$ cat src/design/matrix_multiply_row_stream_macros.svh
// assertion macros for the row-streaming matrix product
`ifndef MATRIX_MULTIPLY_ROW_STREAM_MACROS_SVH
`define MATRIX_MULTIPLY_ROW_STREAM_MACROS_SVH

`ifndef NO_ASSERTIONS

// same-cycle implication, disabled during reset
`define MMRS_ASSERT_NOW(lbl, clk_s, rst_s, ante, cons) \
  lbl: assert property (@(posedge clk_s) disable iff (rst_s) (ante) |-> (cons)) \
    else $error("same-cycle check failed");

// next-cycle implication, disabled during reset
`define MMRS_ASSERT_NEXT(lbl, clk_s, rst_s, ante, cons) \
  lbl: assert property (@(posedge clk_s) disable iff (rst_s) (ante) |=> (cons)) \
    else $error("next-cycle check failed");

`else

`define MMRS_ASSERT_NOW(lbl, clk_s, rst_s, ante, cons)
`define MMRS_ASSERT_NEXT(lbl, clk_s, rst_s, ante, cons)

`endif

`endif

$ cat src/design/mmrs_pkg.sv
package mmrs_pkg;

  localparam int DEF_MAX_INNER = 64;
  localparam int DEF_MAX_COLS  = 64;

  localparam int VALUE_W    = 32;
  localparam int SUM_W      = 64;
  localparam int COL_IDX_W  = 6;
  localparam int ROW_IDX_W  = 6;
  localparam int ROWCNT_W   = 16;
  localparam int SIZE_W     = 7;
  localparam int CFG_DATA_W = 16;
  localparam int CFG_IDX_W  = 2;

  // register indexes on the configuration port
  localparam logic [CFG_IDX_W-1:0] REG_INNER_SIZE  = 2'd0;
  localparam logic [CFG_IDX_W-1:0] REG_OUT_COLS    = 2'd1;
  localparam logic [CFG_IDX_W-1:0] REG_ROWS_IN_USE = 2'd2;

  localparam logic [SIZE_W-1:0]   RST_INNER_SIZE  = 7'd64;
  localparam logic [SIZE_W-1:0]   RST_OUT_COLS    = 7'd64;
  localparam logic [ROWCNT_W-1:0] RST_ROWS_IN_USE = 16'd1;

  localparam logic [SUM_W-1:0] SUM_POS_LIMIT = {1'b0, {(SUM_W-1){1'b1}}};
  localparam logic [SUM_W-1:0] SUM_NEG_LIMIT = {1'b1, {(SUM_W-1){1'b0}}};

  typedef enum logic [2:0] {
    ST_IDLE,
    ST_ACC,
    ST_DRAIN,
    ST_EMIT_RD,
    ST_EMIT_LD
  } mmrs_state_t;

  // tag travelling with a read issued to the multiply-accumulate pipeline
  typedef struct packed {
    logic                 valid;
    logic [COL_IDX_W-1:0] col;
  } mac_tag_t;

  // write-back of one accumulator
  typedef struct packed {
    logic                 en;
    logic [COL_IDX_W-1:0] col;
    logic [SUM_W-1:0]     data;
  } acc_wr_t;

endpackage

$ cat src/design/mmrs_mac.sv
module mmrs_mac (
  input  logic                            clk,
  input  logic                            rst,
  input  mmrs_pkg::mac_tag_t              tag,
  input  logic signed [mmrs_pkg::VALUE_W-1:0] a_val,
  input  logic [mmrs_pkg::VALUE_W-1:0]    b_data,
  input  logic                            b_zero,
  input  logic [mmrs_pkg::SUM_W-1:0]      sum_in,
  output mmrs_pkg::acc_wr_t               wr,
  output logic                            busy
);
  import mmrs_pkg::*;

  mac_tag_t                s1_tag;
  mac_tag_t                s2_tag;
  logic signed [SUM_W-1:0] s2_prod;
  logic [SUM_W-1:0]        s2_sum;
  logic [SUM_W:0]          full;
  logic signed [VALUE_W-1:0] b_eff;

  assign b_eff = b_zero ? '0 : $signed(b_data);

  always_ff @(posedge clk) begin
    if (rst) begin
      s1_tag.valid <= 1'b0;
      s2_tag.valid <= 1'b0;
    end else begin
      s1_tag.valid <= tag.valid;
      s2_tag.valid <= s1_tag.valid;
    end
    s1_tag.col <= tag.col;
    s2_tag.col <= s1_tag.col;
    s2_prod    <= a_val * b_eff;
    s2_sum     <= sum_in;
  end

  // saturating add, clamp on sign overflow
  always_comb begin
    full = {s2_sum[SUM_W-1], s2_sum} + {s2_prod[SUM_W-1], s2_prod};
    wr.en  = s2_tag.valid;
    wr.col = s2_tag.col;
    if (full[SUM_W] != full[SUM_W-1]) begin
      wr.data = full[SUM_W] ? SUM_NEG_LIMIT : SUM_POS_LIMIT;
    end else begin
      wr.data = full[SUM_W-1:0];
    end
  end

  assign busy = s1_tag.valid | s2_tag.valid;

endmodule
$ cat config.mk
export PLATFORM = sky130hd
export DESIGN_NAME = mmrs_mac
export DESIGN_NICKNAME = d
export VERILOG_FILES = /design/src/design/matrix_multiply_row_stream_macros.svh /design/src/design/mmrs_pkg.sv /design/src/design/mmrs_mac.sv
export SDC_FILE = /design/constraint.sdc
export NUM_CORES = 2
export LEC_CHECK = 0
export BUFFER_PORTS_ARGS = -buffer_cell sky130_fd_sc_hd__buf_2
export CAP_MARGIN = 20
export CELL_PAD_IN_SITES_DETAIL_PLACEMENT = 1
export CELL_PAD_IN_SITES_GLOBAL_PLACEMENT = 2
export CORE_MARGIN = 4
export CORE_UTILIZATION = 45
export CTS_CLUSTER_SIZE = 20
export DETAILED_ROUTE_END_ITERATION = 7
export GPL_ROUTABILITY_DRIVEN = 0
export GPL_TIMING_DRIVEN = 0
export PLACE_DENSITY = 0.92
export SETUP_SLACK_MARGIN = 0.02
export SLEW_MARGIN = 15
export SYNTH_ARGS = -nofsm -noshare
export SYNTH_HDL_FRONTEND = slang
export SYNTH_SLANG_ARGS = --single-unit
$ cat constraint.sdc
create_clock -name clk -period 15.4 [get_ports clk]
set_clock_uncertainty 0.05 [all_clocks]
set_input_delay 0.77 -clock clk [delete_from_list [all_inputs] [get_ports clk]]
set_output_delay 0.77 -clock clk [all_outputs]
set_load 0.1 [all_outputs]
After elaboration in Yosys (flattened, before gate mapping)
Index checks and enable logic that the tools add are counted.

Output and inout bits: 72. Memories: 0. Word-level logic and storage cells: 13. Bits in writable memories: 0. Memory bits (read-only): 0. Bits in latches: 0. Input port bits: 138. Register bits: 142.

Eq/ne operators: 1. Order comparisons: 0. Add/sub/neg operators: 1. Div/mod/pow operators: 0. Mux-type cells: 3. Multipliers: 1. Shifts and indexed selects: 0. Reductions and logical operators: 0. Bitwise logic cells: 1.

Operators with widths (count): 64-bit two-way mux (2); 64-bit by 64-bit adder with 65-bit output (1); 32-bit by 32-bit multiplier with 64-bit output (1); 32-bit two-way mux (1); 1-bit != test (1); 1-bit bitwise OR (1).

Depth between registers and ports, before layout
Depth in word-level cells: 3. Depth in mapped cells: 32. Mapped depth without buffers: 30.

Least setup slack after synthesis
Ideal clock, no wire load.

Kind: input -> register. Start: in b_zero. End: reg s2_prod[63]. Arrival: 8382 ps. Slack: 6848 ps. Data required time: 15229 ps. Library setup time: 121 ps. Path buffers: 3. Stages: 30. Cells stage by stage: clkbuf_1 > nor2b_1 > clkbuf_1 > nand2_1 > inv_1 > fa_1 > inv_1 > fa_1 > inv_1 > fa_1 > inv_1 > fa_1 > inv_1 > fa_1 > inv_1 > fa_1 > fa_1 > fa_1 > inv_1 > ha_1 > clkbuf_1 > a21o_1 > a21o_1 > a21o_1 > o2111ai_1 > a2111oi_1 > nor3_1 > nor3_1 > o221ai_1 > xnor2_1.

Longest elaborated chain between the ends: 2.

RTL lines: start: declaration (line mmrs_mac.sv:7) `input logic b_zero,`; 32-bit two-way mux (line mmrs_mac.sv:21) `assign b_eff = b_zero ? '0 : $signed(b_data);`; 32-bit by 32-bit multiplier with 64-bit output (line mmrs_mac.sv:33) `s2_prod <= a_val * b_eff;`; end signal: assignment (line mmrs_mac.sv:33); end: declaration (line mmrs_mac.sv:16) `logic signed [SUM_W-1:0] s2_prod;`.

No other way between the ends. A chain may end at the register's enable or synchronous reset.

Worst setup path in the final report
Ends and elaborated chain as after synthesis.

==> results.sh <==
export IMPL_netlist_instances=4726
export IMPL_num_vias=35100
export IMPL_cp_max_fo=10
export IMPL_synth_avg_cell_area_um2=9.23
export IMPL_clock_sinks=142
export IMPL_drtAntennaViolNets=0
export IMPL_setup_viol=0
export IMPL_rsz0062_at_grt="false"
export IMPL_synth_cell_type_count=74
export IMPL_grt_pass1_vias=39600
export IMPL_start_util=0.457
export IMPL_die_w_um=319
export IMPL_finalCriticalPeriod_ns=10.88
export IMPL_max_freq_ghz=0.0919
export IMPL_htree_num_levels=4
export IMPL_cap_violations=0
export IMPL_syn_to_final_growth_pct=7.81
export IMPL_grt_first_pass_wirelength_um=250000
export IMPL_drc=0
export IMPL_routedWlPerCell_um=26.9
export IMPL_cts_buffers=25
export IMPL_grt_max_degree=23
export IMPL_fp_dieH_um=319
export IMPL_stdcell_count=6241
export IMPL_nNetsFinal=6435
export IMPL_worstSetupEndpointType="flop"
export IMPL_firstDrtPassIters=5
export IMPL_core_area_um2=95600
export IMPL_grt_ovfl_total=0
export IMPL_rows=113
export IMPL_final_common_cell="fa_1"
export IMPL_outcome="complete, no violations"
export IMPL_clock_latency_ns=0.49
export IMPL_crit_arrival_ns=11.20
export IMPL_drtIter0Drc=2920
export IMPL_cts_buffer_depth=3
export IMPL_cp_data_required_time_ns=15.72
export IMPL_syn_nets=6195
export IMPL_dieArea_um2=102000
export IMPL_synth_top_flop_cell="dfxtp_1"
export IMPL_ys_seq_area_frac=0.0651
export IMPL_cts_clk_slew_worst_paths_ns=0.06
export IMPL_setup_tns_ns=0
export IMPL_cts_setup_buffers=0
export IMPL_mostFrequentLayoutCells="fa_1 (1,082), inv_1 (1,040), nand2_1 (589), and2_1 (498), ha_1 (248)"
export IMPL_hold_viol_final=0
export IMPL_antenna_found_initial=17
export IMPL_yosysWarnings=0
export IMPL_post_route_period_util=0.707
export IMPL_cts_resized_gates=0
export IMPL_wl_um=168000
export IMPL_port_buffers=209
export IMPL_syn_area_um2=43600
export IMPL_worstSetupPathType="in -> reg"
export IMPL_cts_tree="yes"
export IMPL_worst_pin_slew_ns=1.27
export IMPL_finalMaxSlewViolations=0
export IMPL_synth_seq_cells=142
export IMPL_post_drt_via_cell_ratio=5.62
export IMPL_dp_slack_ns=4.17
export IMPL_dp_cells=6202
export IMPL_drive_above_1_share=0.0678
export IMPL_hpwlAfterDp_um=141000
export IMPL_cts_hold_buf=0
export IMPL_relSlewSlack=0.152
export IMPL_synth_edf_count=0
export IMPL_ioPinCount=210
export IMPL_grtUsageTotal=0.333
export IMPL_setup_slack_ns=4.52
export IMPL_cp_start_kind="primary input"
export IMPL_async_flop_share=0
export IMPL_clockRootBuffer="clkbuf_16"
export IMPL_min_path_type="reg -> reg"
[worst paths after layout]
check	endpoint	cells after the start	slack, ns	start
setup reg to reg	wr[70]	1	14.83	s1_tag[6]
setup / recovery	s2_prod[63]	26	4.52	b_zero
hold / removal	wr[65]	0	0.28	s1_tag[1]
hold reg to reg	wr[65]	0	0.28	s1_tag[1]
[cell usage after synthesis, drive strengths merged (16+ instances only)]
cell	count	area, um^2
nand2	589	2210
ha	248	3100
xor2	51	447
a21o	72	542
a21oi	186	1100
xnor2	80	701
o21ai	84	424
clkbuf	232	871
nor3	20	100
a31oi	18	113
buf	16	120
nand3	21	105
fa	1083	21700
nor2b	46	288
dfxtp	142	2840
and2	498	3120
nor2	86	323
o21bai	25	188
nand4	29	181
inv	1040	3900
[state kept, by name, indices dropped and copies added (netlist names)]
name and count:
s1_tag 7, s2_prod 64, s2_sum 64, wr 7
[worst max-delay path: stages]
cell and delay, ns:
buf_2 0.13, clkbuf_1 0.37, nor2b_1 0.81, clkbuf_1 0.97, nand2_1 0.16, fa_1 0.51, fa_1 0.57, fa_1 0.59
fa_1 0.45, fa_1 0.54, inv_1 0.05, fa_1 0.49, fa_1 0.45, fa_1 0.60, ha_1 0.34, clkbuf_1 0.28
a21oi_1 0.19, o21ai_0 0.35, a211oi_1 0.16, o31ai_1 0.51, nor2_1 0.14, a2111oi_1 0.68, nor3_1 0.18, nor3_1 0.43
o221ai_1 0.24, xnor2_1 0.18
[cell type report]
cell class	count	area (um^2)
Antenna cell	6	15.0
Buffer	248	996
Clock buffer	29	671
Clock inverter	2	37.5
Fill cell	11300	48500
Inverter	1040	3900
Multi-Input combinational cell	3296	35900
Sequential cell	142	2840
Tap cell	1265	1580
Timing Repair Buffer	213	1090
[kinds of logic (layout without fill, tap and decap cells)]
| kind of cell | after synthesis | count (layout) | synth area share |
|---|---|---|---|
| other cells | 0 | 6 | 0 |
| simple gates | 1357 | 1357 | 0.156 |
| buf+inv | 1288 | 1532 | 0.112 |
| fa+ha+maj | 1331 | 1331 | 0.568 |
| xor+xnor | 131 | 131 | 0.0263 |
| flops | 142 | 142 | 0.0651 |
| compound gates | 474 | 474 | 0.0723 |
| mux | 3 | 3 | 0.000717 |
[per-stage QoR]
step | util | hold WS, ns | cell area [um^2]
2_1_floorplan | - | 0.260 | 43600
3_3_place_gp | 0.484 | 0.260 | 46300
3_5_place_dp | 0.485 | 0.266 | 46300
4_1_cts | 0.492 | 0.279 | 47000
5_1_grt | 0.492 | 0.291 | 47000
6_report | 0.492 | 0.279 | 47100
[metal layers]
metal,wire length (um),up-vias,global-route usage
met5,78,-,0
met4,15000,10,0.231
met3,15700,611,0.0755
met2,76400,1809,0.533
met1,60800,18200,0.401
li1,-,14500,-
Power is left out: the tool's default activity adds up to more than one toggle a clock period on the data nets, which glitch-free logic cannot reach.
